===== src/hw/rtl/cflp_pkg.sv =====
// cflp_pkg: shared types and codes of the circular flash log pointer unit
// holds the transaction structs, log geometry, status/function/register codes
// and the divider request/response structs; used by cflp_div and the top level
`timescale 1ns / 1ps

package cflp_pkg;

    // log geometry
    localparam int SLOTS_PER_PAGE = 16;
    localparam int SECTOR_PAGES   = 16;
    localparam int MAX_PAGES      = 4096;
    localparam int SLOT_BITS      = $clog2(SLOTS_PER_PAGE);
    localparam int SECTOR_BITS    = $clog2(SECTOR_PAGES);

    // field types of the request and response transactions
    typedef logic [1:0]  status_t;
    typedef logic [11:0] page_t;
    typedef logic [3:0]  slot_t;
    typedef logic [7:0]  sector_t;
    typedef logic [31:0] count_t;
    typedef logic [31:0] index_t;

    // configuration port
    typedef logic [1:0]  cfg_index_t;
    typedef logic [12:0] cfg_data_t;

    localparam cfg_index_t CFG_PAGE_COUNT = 2'd0;
    localparam cfg_index_t CFG_ENABLE     = 2'd1;

    localparam cfg_data_t  PAGE_COUNT_RST = 13'd4096;

    // request function codes
    localparam logic FUNC_APPEND = 1'b0;
    localparam logic FUNC_LOOKUP = 1'b1;

    // response status codes
    localparam status_t STATUS_OK      = 2'd0;
    localparam status_t STATUS_REFUSED = 2'd1;
    localparam status_t STATUS_RANGE   = 2'd2;

    typedef struct packed {
        logic   func;
        index_t index;
    } req_t;

    typedef struct packed {
        status_t status;
        page_t   page;
        slot_t   slot;
        logic    erase_request;
        sector_t erase_target;
        count_t  record_count;
    } rsp_t;

    // shared divider
    localparam int DIV_W = 32;

    typedef logic [DIV_W-1:0] div_word_t;

    typedef struct packed {
        logic      start;
        div_word_t dividend;
        div_word_t divisor;
    } div_req_t;

    typedef struct packed {
        logic      busy;
        logic      done;
        div_word_t remainder;
    } div_rsp_t;

endpackage


===== src/hw/rtl/cflp_div.sv =====
// cflp_div: shared restoring divider, one quotient bit per cycle
// takes a start pulse with operands, pulses done with the remainder
// depends on cflp_pkg for the request/response structs
`timescale 1ns / 1ps

module cflp_div (
    input  logic               clk,
    input  logic               rst_n,
    input  cflp_pkg::div_req_t req,
    output cflp_pkg::div_rsp_t rsp
);

    localparam int W     = cflp_pkg::DIV_W;
    localparam int CNT_W = $clog2(W);

    logic             busy_reg;
    logic             done_reg;
    logic [CNT_W-1:0] cnt_reg;
    logic [W-1:0]     rem_reg;
    logic [W-1:0]     quo_reg;
    logic [W-1:0]     dvs_reg;

    logic [W:0]       shifted;
    logic [W:0]       diff;
    logic             ge;
    logic             small_op;

    // one restoring step: shift in next dividend bit, try subtract
    always_comb
    begin
        shifted  = {rem_reg, quo_reg[W-1]};
        ge       = (shifted >= {1'b0, dvs_reg});
        diff     = shifted - {1'b0, dvs_reg};
        small_op = (req.dividend < req.divisor);
    end

    // iteration control
    always_ff @(posedge clk or negedge rst_n)
    begin
        if (!rst_n)
        begin
            busy_reg <= 1'b0;
            done_reg <= 1'b0;
            cnt_reg  <= '0;
        end
        else
        begin
            done_reg <= 1'b0;
            if (req.start)
            begin
                if (small_op)
                begin
                    busy_reg <= 1'b0;
                    done_reg <= 1'b1;
                end
                else
                begin
                    busy_reg <= 1'b1;
                    cnt_reg  <= CNT_W'(W - 1);
                end
            end
            else if (busy_reg)
            begin
                cnt_reg <= cnt_reg - 1'b1;
                if (cnt_reg == '0)
                begin
                    busy_reg <= 1'b0;
                    done_reg <= 1'b1;
                end
            end
        end
    end

    // datapath: remainder and dividend/quotient shift register
    always_ff @(posedge clk)
    begin
        if (req.start)
        begin
            dvs_reg <= req.divisor;
            if (small_op)
            begin
                rem_reg <= req.dividend;
                quo_reg <= '0;
            end
            else
            begin
                rem_reg <= '0;
                quo_reg <= req.dividend;
            end
        end
        else if (busy_reg)
        begin
            rem_reg <= ge ? diff[W-1:0] : shifted[W-1:0];
            quo_reg <= {quo_reg[W-2:0], ge};
        end
    end

    always_comb
    begin
        rsp.busy      = busy_reg;
        rsp.done      = done_reg;
        rsp.remainder = rem_reg;
    end

endmodule


===== src/hw/rtl/circular_flash_log_pointer_unit.sv =====
// circular_flash_log_pointer_unit: write pointer, record count and lookup
// sequencer for a circular flash log; all run-time division goes
// through one cflp_div instance; depends on cflp_pkg
`timescale 1ns / 1ps

// Usage:
//   req channel (req_valid/req_stall/req_data): func selects append or lookup,
//   index gives records back from the newest for a lookup.
//   rsp channel (rsp_valid/rsp_stall/rsp_data): one response per request with
//   status, page/slot, erase request/sector and the record count after it.
//   cfg channel (cfg_valid/cfg_ready/cfg_index/cfg_data): page_count at index 0,
//   enable at index 1; cfg_ready is always high, write only while idle.
// Timing: one request at a time; req_stall is high while it is worked on.
//   Each pass through the shared divider skips the iteration when the dividend
//   is below the divisor. An append within a page, a refused append or an out
//   of range lookup goes straight to the output state after accept; a page
//   change adds one divider pass and a sector entry one more when the area
//   holds at least one sector. A lookup runs a prepare and a start state, then
//   two divider passes. The next request is taken in the cycle after the response is loaded.
// The response sits in an output register; a new request is taken while it
// waits. If rsp_stall holds it, the next response waits in the last state.
// Reset: pointer, slot and count clear, page_count is 4096, enable is 1.

module circular_flash_log_pointer_unit (
    input  logic                 clk,
    input  logic                 rst_n,
    input  logic                 req_valid,
    output logic                 req_stall,
    input  cflp_pkg::req_t       req_data,
    output logic                 rsp_valid,
    input  logic                 rsp_stall,
    output cflp_pkg::rsp_t       rsp_data,
    input  logic                 cfg_valid,
    output logic                 cfg_ready,
    input  cflp_pkg::cfg_index_t cfg_index,
    input  cflp_pkg::cfg_data_t  cfg_data
);

    localparam int SLOT_W  = cflp_pkg::SLOT_BITS;
    localparam int SINC_W  = SLOT_W + 1;
    localparam int PTR_W   = $clog2(cflp_pkg::MAX_PAGES);
    localparam int PINC_W  = PTR_W + 1;
    localparam int PAGES_W = $clog2(cflp_pkg::MAX_PAGES + 1);
    localparam int SEC_W   = PTR_W - cflp_pkg::SECTOR_BITS;
    localparam int SECI_W  = SEC_W + 1;
    localparam int SCNT_W  = PAGES_W - cflp_pkg::SECTOR_BITS;
    localparam int TOT_W   = $clog2(cflp_pkg::MAX_PAGES * cflp_pkg::SLOTS_PER_PAGE + 1);
    localparam int TGT_W   = TOT_W + 1;

    // sequencer states
    localparam logic [2:0] S_IDLE    = 3'd0;
    localparam logic [2:0] S_A_PTR   = 3'd1;
    localparam logic [2:0] S_A_ES    = 3'd2;
    localparam logic [2:0] S_L_PREP  = 3'd3;
    localparam logic [2:0] S_L_START = 3'd4;
    localparam logic [2:0] S_L_LIN   = 3'd5;
    localparam logic [2:0] S_L_BACK  = 3'd6;
    localparam logic [2:0] S_OUT     = 3'd7;

    logic [2:0]          state_reg, state_next;
    cflp_pkg::cfg_data_t page_count_reg;
    logic                enable_reg;
    logic [PTR_W-1:0]    ptr_reg, ptr_next;
    logic [SLOT_W-1:0]   slot_reg, slot_next;
    cflp_pkg::count_t    total_reg, total_next;
    cflp_pkg::index_t    idx_reg, idx_next;
    logic [PAGES_W-1:0]  pages_reg, pages_next;
    logic [TOT_W-1:0]    tot_reg, tot_next;
    logic [TOT_W-1:0]    lin_reg, lin_next;
    cflp_pkg::status_t   res_status_reg, res_status_next;
    cflp_pkg::page_t     res_page_reg, res_page_next;
    cflp_pkg::slot_t     res_slot_reg, res_slot_next;
    logic                res_er_reg, res_er_next;
    cflp_pkg::sector_t   res_es_reg, res_es_next;
    logic                rsp_valid_reg, rsp_valid_next;
    cflp_pkg::rsp_t      rsp_data_reg, rsp_data_next;

    logic                req_accept;
    logic [PAGES_W-1:0]  pages_eff;
    logic [SINC_W-1:0]   slot_inc;
    logic [PTR_W-1:0]    ptr_wrap;
    logic [SCNT_W-1:0]   sectors;
    logic [SECI_W-1:0]   sec_inc;
    logic [TGT_W-1:0]    t_sum;
    logic [TOT_W-1:0]    t_pos;

    cflp_pkg::div_req_t  div_req;
    cflp_pkg::div_rsp_t  div_rsp;

    cflp_div u_div (
        .clk   (clk),
        .rst_n (rst_n),
        .req   (div_req),
        .rsp   (div_rsp)
    );

    assign req_stall  = (state_reg != S_IDLE);
    assign req_accept = req_valid && !req_stall;
    assign cfg_ready  = 1'b1;
    assign rsp_valid  = rsp_valid_reg;
    assign rsp_data   = rsp_data_reg;

    // effective page count: zero or oversize reads as the maximum
    always_comb
    begin
        if (page_count_reg == '0 || 32'(page_count_reg) > 32'(cflp_pkg::MAX_PAGES))
            pages_eff = PAGES_W'(cflp_pkg::MAX_PAGES);
        else
            pages_eff = PAGES_W'(page_count_reg);
    end

    // sequencer and datapath next state
    always_comb
    begin
        state_next      = state_reg;
        ptr_next        = ptr_reg;
        slot_next       = slot_reg;
        total_next      = total_reg;
        idx_next        = idx_reg;
        pages_next      = pages_reg;
        tot_next        = tot_reg;
        lin_next        = lin_reg;
        res_status_next = res_status_reg;
        res_page_next   = res_page_reg;
        res_slot_next   = res_slot_reg;
        res_er_next     = res_er_reg;
        res_es_next     = res_es_reg;
        rsp_valid_next  = rsp_valid_reg && rsp_stall;
        rsp_data_next   = rsp_data_reg;
        div_req         = '0;

        slot_inc = SINC_W'(slot_reg) + SINC_W'(1);
        // wrapped pointer, sector count and the sector after the current one
        ptr_wrap = PTR_W'(div_rsp.remainder);
        sectors  = pages_reg[PAGES_W-1:cflp_pkg::SECTOR_BITS];
        sec_inc  = SECI_W'(ptr_wrap[PTR_W-1:cflp_pkg::SECTOR_BITS]) + SECI_W'(1);
        // newest position minus records back, kept below twice the total
        t_sum    = TGT_W'(lin_reg) + TGT_W'(tot_reg) - TGT_W'(1)
                   - TGT_W'(TOT_W'(div_rsp.remainder));
        if (t_sum >= TGT_W'(tot_reg))
            t_pos = TOT_W'(t_sum - TGT_W'(tot_reg));
        else
            t_pos = TOT_W'(t_sum);

        case (state_reg)
            S_IDLE:
            begin
                if (req_accept)
                begin
                    idx_next        = req_data.index;
                    pages_next      = pages_eff;
                    res_status_next = cflp_pkg::STATUS_OK;
                    res_page_next   = '0;
                    res_slot_next   = '0;
                    res_er_next     = 1'b0;
                    res_es_next     = '0;
                    if (req_data.func == cflp_pkg::FUNC_APPEND)
                    begin
                        if (!enable_reg)
                        begin
                            res_status_next = cflp_pkg::STATUS_REFUSED;
                            state_next      = S_OUT;
                        end
                        else
                        begin
                            res_page_next = cflp_pkg::page_t'(ptr_reg);
                            res_slot_next = cflp_pkg::slot_t'(slot_reg);
                            if (total_reg != '1)
                                total_next = total_reg + 1'b1;
                            if (slot_inc == SINC_W'(cflp_pkg::SLOTS_PER_PAGE))
                            begin
                                // page full: next page modulo the page count
                                slot_next        = '0;
                                div_req.start    = 1'b1;
                                div_req.dividend =
                                    cflp_pkg::div_word_t'(PINC_W'(ptr_reg) + PINC_W'(1));
                                div_req.divisor  = cflp_pkg::div_word_t'(pages_eff);
                                state_next       = S_A_PTR;
                            end
                            else
                            begin
                                slot_next  = SLOT_W'(slot_inc);
                                state_next = S_OUT;
                            end
                        end
                    end
                    else if (req_data.index >= total_reg)
                    begin
                        res_status_next = cflp_pkg::STATUS_RANGE;
                        state_next      = S_OUT;
                    end
                    else
                    begin
                        state_next = S_L_PREP;
                    end
                end
            end

            S_A_PTR:
            begin
                if (div_rsp.done)
                begin
                    ptr_next = ptr_wrap;
                    if (ptr_wrap[cflp_pkg::SECTOR_BITS-1:0] == '0)
                    begin
                        // entered a new sector: erase the one after it
                        res_er_next = 1'b1;
                        if (sectors == '0)
                        begin
                            res_es_next = '0;
                            state_next  = S_OUT;
                        end
                        else
                        begin
                            div_req.start    = 1'b1;
                            div_req.dividend = cflp_pkg::div_word_t'(sec_inc);
                            div_req.divisor  = cflp_pkg::div_word_t'(sectors);
                            state_next       = S_A_ES;
                        end
                    end
                    else
                    begin
                        state_next = S_OUT;
                    end
                end
            end

            S_A_ES:
            begin
                if (div_rsp.done)
                begin
                    res_es_next = cflp_pkg::sector_t'(div_rsp.remainder);
                    state_next  = S_OUT;
                end
            end

            S_L_PREP:
            begin
                tot_next   = TOT_W'(pages_reg) << SLOT_W;
                lin_next   = TOT_W'({ptr_reg, slot_reg});
                state_next = S_L_START;
            end

            S_L_START:
            begin
                div_req.start    = 1'b1;
                div_req.dividend = cflp_pkg::div_word_t'(lin_reg);
                div_req.divisor  = cflp_pkg::div_word_t'(tot_reg);
                state_next       = S_L_LIN;
            end

            S_L_LIN:
            begin
                if (div_rsp.done)
                begin
                    lin_next         = TOT_W'(div_rsp.remainder);
                    div_req.start    = 1'b1;
                    div_req.dividend = idx_reg;
                    div_req.divisor  = cflp_pkg::div_word_t'(tot_reg);
                    state_next       = S_L_BACK;
                end
            end

            S_L_BACK:
            begin
                if (div_rsp.done)
                begin
                    // target position split into page and slot
                    res_page_next = cflp_pkg::page_t'(t_pos[TOT_W-1:SLOT_W]);
                    res_slot_next = cflp_pkg::slot_t'(t_pos[SLOT_W-1:0]);
                    state_next    = S_OUT;
                end
            end

            S_OUT:
            begin
                if (!rsp_valid_reg || !rsp_stall)
                begin
                    rsp_valid_next              = 1'b1;
                    rsp_data_next.status        = res_status_reg;
                    rsp_data_next.page          = res_page_reg;
                    rsp_data_next.slot          = res_slot_reg;
                    rsp_data_next.erase_request = res_er_reg;
                    rsp_data_next.erase_target  = res_es_reg;
                    rsp_data_next.record_count  = total_reg;
                    state_next                  = S_IDLE;
                end
            end

            default:
            begin
                state_next = S_IDLE;
            end
        endcase
    end

    // control state, log state and configuration registers
    always_ff @(posedge clk or negedge rst_n)
    begin
        if (!rst_n)
        begin
            state_reg      <= S_IDLE;
            rsp_valid_reg  <= 1'b0;
            ptr_reg        <= '0;
            slot_reg       <= '0;
            total_reg      <= '0;
            page_count_reg <= cflp_pkg::PAGE_COUNT_RST;
            enable_reg     <= 1'b1;
        end
        else
        begin
            state_reg     <= state_next;
            rsp_valid_reg <= rsp_valid_next;
            ptr_reg       <= ptr_next;
            slot_reg      <= slot_next;
            total_reg     <= total_next;
            if (cfg_valid && cfg_ready)
            begin
                case (cfg_index)
                    cflp_pkg::CFG_PAGE_COUNT: page_count_reg <= cfg_data;
                    cflp_pkg::CFG_ENABLE:     enable_reg     <= cfg_data[0];
                    default:                  ;
                endcase
            end
        end
    end

    // working and result payload registers
    always_ff @(posedge clk)
    begin
        idx_reg        <= idx_next;
        pages_reg      <= pages_next;
        tot_reg        <= tot_next;
        lin_reg        <= lin_next;
        res_status_reg <= res_status_next;
        res_page_reg   <= res_page_next;
        res_slot_reg   <= res_slot_next;
        res_er_reg     <= res_er_next;
        res_es_reg     <= res_es_next;
        rsp_data_reg   <= rsp_data_next;
    end

`ifndef SYNTHESIS
    // a response only appears out of the output state
    a_rsp_from_out: assert property (@(posedge clk) disable iff (!rst_n)
        $rose(rsp_valid_reg) |-> $past(state_reg) == S_OUT)
        else $error("response raised outside the output state");

    // the sequencer never restarts the divider while it iterates
    a_div_start_idle: assert property (@(posedge clk) disable iff (!rst_n)
        div_req.start |-> !div_rsp.busy)
        else $error("divider started while busy");

    // slot index stays inside a page
    a_slot_range: assert property (@(posedge clk) disable iff (!rst_n)
        32'(slot_reg) < 32'(cflp_pkg::SLOTS_PER_PAGE))
        else $error("slot index out of page");

    // refused or out of range responses carry no position and no erase
    a_err_fields: assert property (@(posedge clk) disable iff (!rst_n)
        rsp_valid_reg && rsp_data_reg.status != cflp_pkg::STATUS_OK |->
        rsp_data_reg.page == '0 && rsp_data_reg.slot == '0
        && !rsp_data_reg.erase_request && rsp_data_reg.erase_target == '0)
        else $error("error response with nonzero position");
`endif

endmodule


===== config.mk =====
export PLATFORM = sky130hd
export DESIGN_NAME = circular_flash_log_pointer_unit
export DESIGN_NICKNAME = d
export VERILOG_FILES = /design/src/hw/rtl/cflp_pkg.sv /design/src/hw/rtl/cflp_div.sv /design/src/hw/rtl/circular_flash_log_pointer_unit.sv
export SDC_FILE = /design/constraint.sdc
export NUM_CORES = 1
export LEC_CHECK = 0
export BUFFER_PORTS_ARGS = -buffer_cell sky130_fd_sc_hd__clkbuf_2
export CORE_MARGIN = 2
export CORE_UTILIZATION = 40
export CTS_BUF_LIST = sky130_fd_sc_hd__clkbuf_16
export CTS_CLUSTER_DIAMETER = 80
export DETAILED_ROUTE_END_ITERATION = 10
export GPL_ROUTABILITY_DRIVEN = 0
export RECOVER_POWER = 100
export SETUP_SLACK_MARGIN = 0.02
export SKIP_CTS_REPAIR_TIMING = 1
export SLEW_MARGIN = 20
export SYNTH_ARGS = -nofsm -noshare
export SYNTH_HDL_FRONTEND = slang
export SYNTH_SLANG_ARGS = --single-unit

===== constraint.sdc =====
create_clock -name clk -period 6.5 [get_ports clk]
set_clock_uncertainty 0.15 [all_clocks]
set_input_delay 0.975 -clock clk [delete_from_list [all_inputs] [get_ports clk]]
set_output_delay 0.975 -clock clk [all_outputs]
set_load 0.01 [all_outputs]

==> summary.txt, run 1 <==
Synth Area in Simple Gates: 0.121
fmax: 0.177 GHz
final number of hold-violating endpoints: 0
failing checks: max-capacitance violations, max-slew violations
htree depth: 2
initial antenna violation count: 0
Post-synth ARST share: 0.232
clk slew on worst S/H paths: 60 ps
DRC violations left: 0
vias per inst: 5.53
Synth top area share: 0.430
WS Path Type: reg2reg
die width: 210 um
status: finished, violations left
Starting Density: 0.404
period utilisation layout: 0.867
Seq cells post-synth: 315
Gate Count Post-Synth: 1438
area share of fa/ha/maj cells after synthesis: 0.0958
top cells by area, synth: edfxtp_1 43%, dfrtp_1 11%, ha_1 7.7%
Top-Level Pins: 115
worst slew pin tran: 3400 ps
gr ovfl total: 0
via count: 11800
R2R depth: 7
n_diodes: 0
largest net degree at the start of global routing: 60
Die Y-Extent: 210 um
pre-CTS setup slack: 1200 ps
Post-synth EDFFs: 242
most frequent cell after synthesis: edfxtp_1
placed cell areas: 0.0181 sq mm
final wirelength: 43500 um
gr usage total: 0.200
Synth cell types: 88
Worst Hold Class: reg2reg
Final WS setup: 863 ps
deepest clock path buffer count: 3
Total Power: 11100 uW
worst vdd ir: 0.259 mV
cell accounting for the most synthesized area: edfxtp_1
vias in the first global route: 11600
DRT Pass-1 Iters: 7
critical register-to-register path startpoint: state_reg[0]$_DFFE_PN0P_
CORE AREA: 0.0419 sq mm
Num CTS Buffers: 37
Seq/Total Area, Yosys: 0.538
combinational family with the most area after synthesis: simple AND/OR/NAND/NOR gates
setup TNS: 0 ps
DP Wirelength: 32700 um
number of synthesis warnings: 0
Syn Nets: 1611
clk root buf: clkbuf_16
critical path fanouts, max: 46
clk sink count: 315
XOR/XNOR Fraction of Synth Area: 0.0481
Detailed Route Iter0 Violations: 1023
Critical Path RT: 6510 ps
Synth Cell Area: 0.0169 sq mm
Worst-Skew Late Latency: 560 ps
crit path from: state_reg[0]$_DFFE_PN0P_
CP endpoint: u_div.rem_reg[3]$_DFFE_PP_
first-pass GRT wire length: 67600 um
placed cells: 2065
filler cell count: 3888
CTS tree: done
mux cell area share after synthesis: 0.0353
Die ar.: 0.0440 sq mm
num rows: 75
area grow syn2layout: 13.0%
final number of max-transition violations: 231
CP startpoint kind: flop
Mapped Avg Cell Area: 11.8 sq um
flip-flop count of the largest register after layout: 59
FF-to-FF End: u_div.rem_reg[3]$_DFFE_PP_
register-to-register setup slack: 860 ps
power density over cell area: 580 mW/mm^2
max_cap viols: 5
Lkg Pwr: 0.00779 uW
CP Data Arrival Time: 5650 ps
hold path depth: 0
Final Cell Area: 0.0191 sq mm
RSZ-0062 raised after global routing: false
antenna-violating nets left: 0
share of layout cells above drive strength 1: 0.0916
top post-synthesis cells by count: 242 x edfxtp_1, 152 x inv_1, 104 x ha_1, 76 x nand2_1, 71 x dfrtp_1
Crit. End Element: flop
post-layout minimum cycle time: 5640 ps
post-synthesis compound-gate area fraction: 0.116
WL/cell: 20.4 um
final setup violation count: 0
Worst slew margin: -1.27
Finished Layout Cells: 2133
count of input and output buffers: 113
Nets: 1738
top_reg_cell synth: edfxtp_1
-- worst min-delay path by stage --
stage / from / endpoint
5_1_grt: pages_reg[1]$_DFFE_PP_ / tot_reg[5]$_DFFE_PP_
6_report: res_slot_reg[1]$_DFFE_PP_ / rsp_data[42]$_DFFE_PP_
3_5_place_dp: pages_reg[1]$_DFFE_PP_ / tot_reg[5]$_DFFE_PP_
4_1_cts: rst_n / total_reg[25]$_DFFE_PN0P_
2_1_floorplan: res_es_reg[0]$_SDFFCE_PN0P_ / rsp_data[32]$_DFFE_PP_
3_3_place_gp: res_page_reg[8]$_DFFE_PP_ / rsp_data[53]$_DFFE_PP_
-- worst max-delay path, cell delays in order (launching register included) --
cell	delay [ps]
dfrtp_1	750
and4bb_1	770
and2_0	520
and2_0	550
nor3_4	70
buf_4	300
nand2b_1	1110
clkbuf_1	970
-- where the power goes --
group / total, uW / internal, uW / switching, uW
clock: 2110 / 1240 / 875
sequential: 3540 / 3030 / 504
combinational: 5440 / 2330 / 3110
-- metal layers --
metal	track usage	vias to the layer above	wire length [um]	part of all wire
li1	-	5524	-	-
met1	0.282	5732	19500	0.45
met2	0.304	446	19100	0.44
met3	0.0416	88	3400	0.078
met4	0.0792	0	1530	0.035
met5	0	-	0	0
-- area by class of cell --
type / instances / area, sq um / share of cell area
multi-input cells: 931 / 7020 / 0.367
clock inverters: 30 / 280 / 0.0147
well taps: 539 / 674 / 0.0353
flip-flops and latches: 315 / 9100 / 0.476
clock buffers: 38 / 951 / 0.0497
inverters: 152 / 571 / 0.0298
repair buffers: 128 / 529 / 0.0277
-- kinds of logic after synthesis --
family | count (synthesis)
buffers and inverters | 192
XOR/XNOR | 93
adder cells (fa/ha/maj) | 120
multiplexers | 55
other | 1
flip-flops | 315
AND/OR/NAND/NOR | 376
AO/OA/AOI/OAI | 286
-- placed cells by master, fill, tap and decap left out, types with 10 or more instances in the layout --
| cell type | synthesis | layout |
|---|---|---|
| nor4_1 | 13 | 13 |
| o21ai_0 | 59 | 69 |
| nor2_1 | 60 | 61 |
| clkbuf_16 | 0 | 38 |
| nand2_1 | 76 | 76 |
| nand4_1 | 25 | 26 |
| nand2b_1 | 16 | 16 |
| clkbuf_2 | 1 | 18 |
| o22ai_1 | 13 | 13 |
| xor2_1 | 27 | 27 |
| a22o_1 | 35 | 35 |
| o21a_1 | 10 | 10 |
| mux2i_1 | 18 | 18 |
| a21o_1 | 27 | 27 |
| dfrtp_1 | 71 | 71 |
| a22oi_1 | 16 | 16 |
| edfxtp_1 | 242 | 242 |
| ha_1 | 104 | 104 |
| inv_1 | 152 | 157 |
| a21oi_1 | 52 | 52 |
| nor2b_1 | 21 | 21 |
| mux2_2 | 37 | 37 |
| nand3_1 | 51 | 52 |
| fa_1 | 16 | 16 |
| xnor2_1 | 66 | 66 |
| nor3_1 | 25 | 25 |
| and3_1 | 15 | 15 |
| clkbuf_1 | 22 | 103 |
| and2_0 | 0 | 14 |
-- through the flow --
step | util | hold WS (ps)
6_report | 0.457 | 265
5_1_grt | 0.457 | 269
4_1_cts | 0.462 | 193
3_5_place_dp | 0.432 | 255
3_3_place_gp | 0.432 | 251
2_1_floorplan | - | 250
No activity file was read; power rests on OpenSTA's default activity.
==> inputs of run 2 (changes only) <==
RECOVER_POWER = 50   (was 100)
==> run 2 against run 1 <==
Against the previous run:
- the run still ends with max-capacitance violations, max-slew violations left
- critical path depth increased by 9
- critical endpoint is now res_page_reg[0]$_DFFE_PP_
- maximum frequency is 4.6% higher
- core utilization increased by 0.11 points
- combinational power increased by 0.9%
- die area is the same
- global-route usage stayed put
- largest cell class unchanged
- final cell count unchanged
- clock power barely moved
- register-to-register slack gained 250 ps
- critical path type unchanged
- sequential share of layout area is 0.11 points lower
==> summary.txt, run 2 (synthesized netlist as in run 1, its figures left out) <==
status: finished, violations left
failing checks: max-capacitance violations, max-slew violations
DP Wirelength: 32700 um (unchanged)
Num CTS Buffers: 37 (unchanged)
CP endpoint: res_page_reg[0]$_DFFE_PP_
Clk pwr share: 0.190 (about the same)
DRC violations left: 0 (unchanged)
clk root buf: clkbuf_16
vias in the first global route: 11600 (unchanged)
worst vdd ir: 0.263 mV (+1.5%)
via count: 11800 (-0.21%)
final number of max-transition violations: 140 (-39%)
clk sink count: 315 (unchanged)
FF-to-FF End: res_page_reg[0]$_DFFE_PP_
WL/cell: 20.4 um (about the same)
Comb pwr share: 0.494 (+0.003)
Finished Layout Cells: 2133 (unchanged)
Top-Level Pins: 115 (unchanged)
CP startpoint kind: flop
clk slew on worst S/H paths: 60 ps (about the same)
n_diodes: 0 (unchanged)
Critical Path RT: 6710 ps (+200 ps)
gr usage total: 0.200 (unchanged)
slowest stage cell, crit path: edfxtp_1
CORE AREA: 0.0419 sq mm (unchanged)
CTS tree: done
setup TNS: 0 ps (unchanged)
R2R depth: 16 (+9)
placed cells: 2065 (unchanged)
Crit. End Element: flop
GR Layer Usage met1: 0.282 (unchanged)
final number of hold-violating endpoints: 0 (unchanged)
critical path fanouts, max: 12 (-74%)
initial antenna violation count: 0 (unchanged)
first-pass GRT wire length: 67600 um (unchanged)
Worst-Skew Late Latency: 560 ps (about the same)
Crit path depth: 16 (+9)
cell internal pwr: 6600 uW (about the same)
RSZ-0062 raised after global routing: false
die width: 210 um (unchanged)
Die ar.: 0.0440 sq mm (unchanged)
grt met2 use: 0.304 (unchanged)
Switching Share: 0.407 (+0.00140)
period utilisation layout: 0.829 (-0.0379)
top cell family by delay on the critical path: compound AO/OA/AOI/OAI gates
Lkg Pwr: 0.00784 uW (+0.64%)
share of layout cells above drive strength 1: 0.0997 (+0.00816)
crit-path max cell delay: 630 ps (-480 ps)
deepest clock path buffer count: 3 (unchanged)
Net Switching: 4520 uW (+0.61%)
WS Path Type: reg2reg
flip-flop count of the largest register after layout: 59 (unchanged)
layer with the highest usage: met2
critical register-to-register path startpoint: u_div.rem_reg[5]$_DFFE_PP_
Worst slew margin: -0.953 (+0.314)
fmax: 0.186 GHz (+4.6%)
Worst Hold Class: reg2reg
filler cell count: 3875 (-0.33%)
num rows: 75 (unchanged)
final wirelength: 43500 um (about the same)
power density over cell area: 580 mW/mm^2 (about the same)
largest net degree at the start of global routing: 60 (unchanged)
post-layout minimum cycle time: 5390 ps (-247 ps)
DRT Pass-1 Iters: 6 (-1)
max_cap viols: 4 (-1)
count of input and output buffers: 113 (unchanged)
htree depth: 2 (unchanged)
hold_sp: res_slot_reg[1]$_DFFE_PP_
Nets: 1738 (unchanged)
worst slew pin tran: 2930 ps (-470 ps)
area grow syn2layout: 13.3%
Die Y-Extent: 210 um (unchanged)
most common cell after layout, fill and taps aside: edfxtp_1
CP Data Arrival Time: 5600 ps (-50 ps)
Starting Density: 0.404 (unchanged)
GRT met3 Usage: 0.0416 (unchanged)
most frequent cells in the layout: 242 x edfxtp_1, 157 x inv_1, 104 x ha_1
final setup violation count: 0 (unchanged)
gr ovfl total: 0 (unchanged)
worst path bufs/invs: 1 (-1)
antenna-violating nets left: 0 (unchanged)
Seq pwr share: 0.316 (-0.003)
Detailed Route Iter0 Violations: 947 (-7.4%)
vias per inst: 5.52 (-0.21%)
register-to-register setup slack: 1110 ps (+250 ps)
CP cell instances: fa_1 > inv_1 > ha_1 > or4_4 > a21oi_2 > or2_2 > xnor2_1 > ha_1 > or3_1 > o21ai_0 > a21oi_1 > a211oi_1 > o31a_2 > o211ai_2 > mux2_2 > o21ai_0
crit path from: u_div.rem_reg[5]$_DFFE_PP_
run 2: power groups by stage:
stage / logic [uW] / clock network (uW) / registers, uW
5_1_grt: 6130 / 2240 / 3580
3_3_place_gp: 5350 / 0 / 3540
6_report: 5490 / 2110 / 3510
3_5_place_dp: 5480 / 0 / 3540
2_1_floorplan: 4370 / 0 / 3350
4_1_cts: 5510 / 2150 / 3510
run 2: final cells by class:
type	count	area, sq um	share of cell area
tap	539	674	0.0352
multi-input combinational	931	7050	0.368
clock buffer	38	951	0.0496
sequential	315	9100	0.474
timing repair buffer	128	546	0.0285
inverter	152	571	0.0298
clock inverter	30	280	0.0146
run 2: how the worst min path moves through the flow:
stage / to / slack [ps] / cells after the start
CTS: total_reg[25]$_DFFE_PN0P_ / 190 / 1
global route: tot_reg[5]$_DFFE_PP_ / 270 / 0
global placement: rsp_data[53]$_DFFE_PP_ / 250 / 0
detailed placement: tot_reg[5]$_DFFE_PP_ / 250 / 0
finish: rsp_data[42]$_DFFE_PP_ / 270 / 0
floorplan: rsp_data[32]$_DFFE_PP_ / 250 / 0
run 2: through the flow:
step                      power [uW]  setup WS [ps]  hold WS (ps)   util  cell area [sq um]
final                          11100           1110           265  0.458              19200
after global routing           11900            767           269  0.458              19200
after CTS                      11200           1170           193  0.462              19300
after detailed placement        9020           1200           255  0.432              18100
after global placement          8900           1320           251  0.432              18100
after floorplan                 7720            704           250      -              16900
run 2: metal layers:
layer	routed length (um)	up-vias
li1	-	5521
met1	19200	5679
met2	19100	472
met3	3630	93
met4	1560	0
met5	0	-
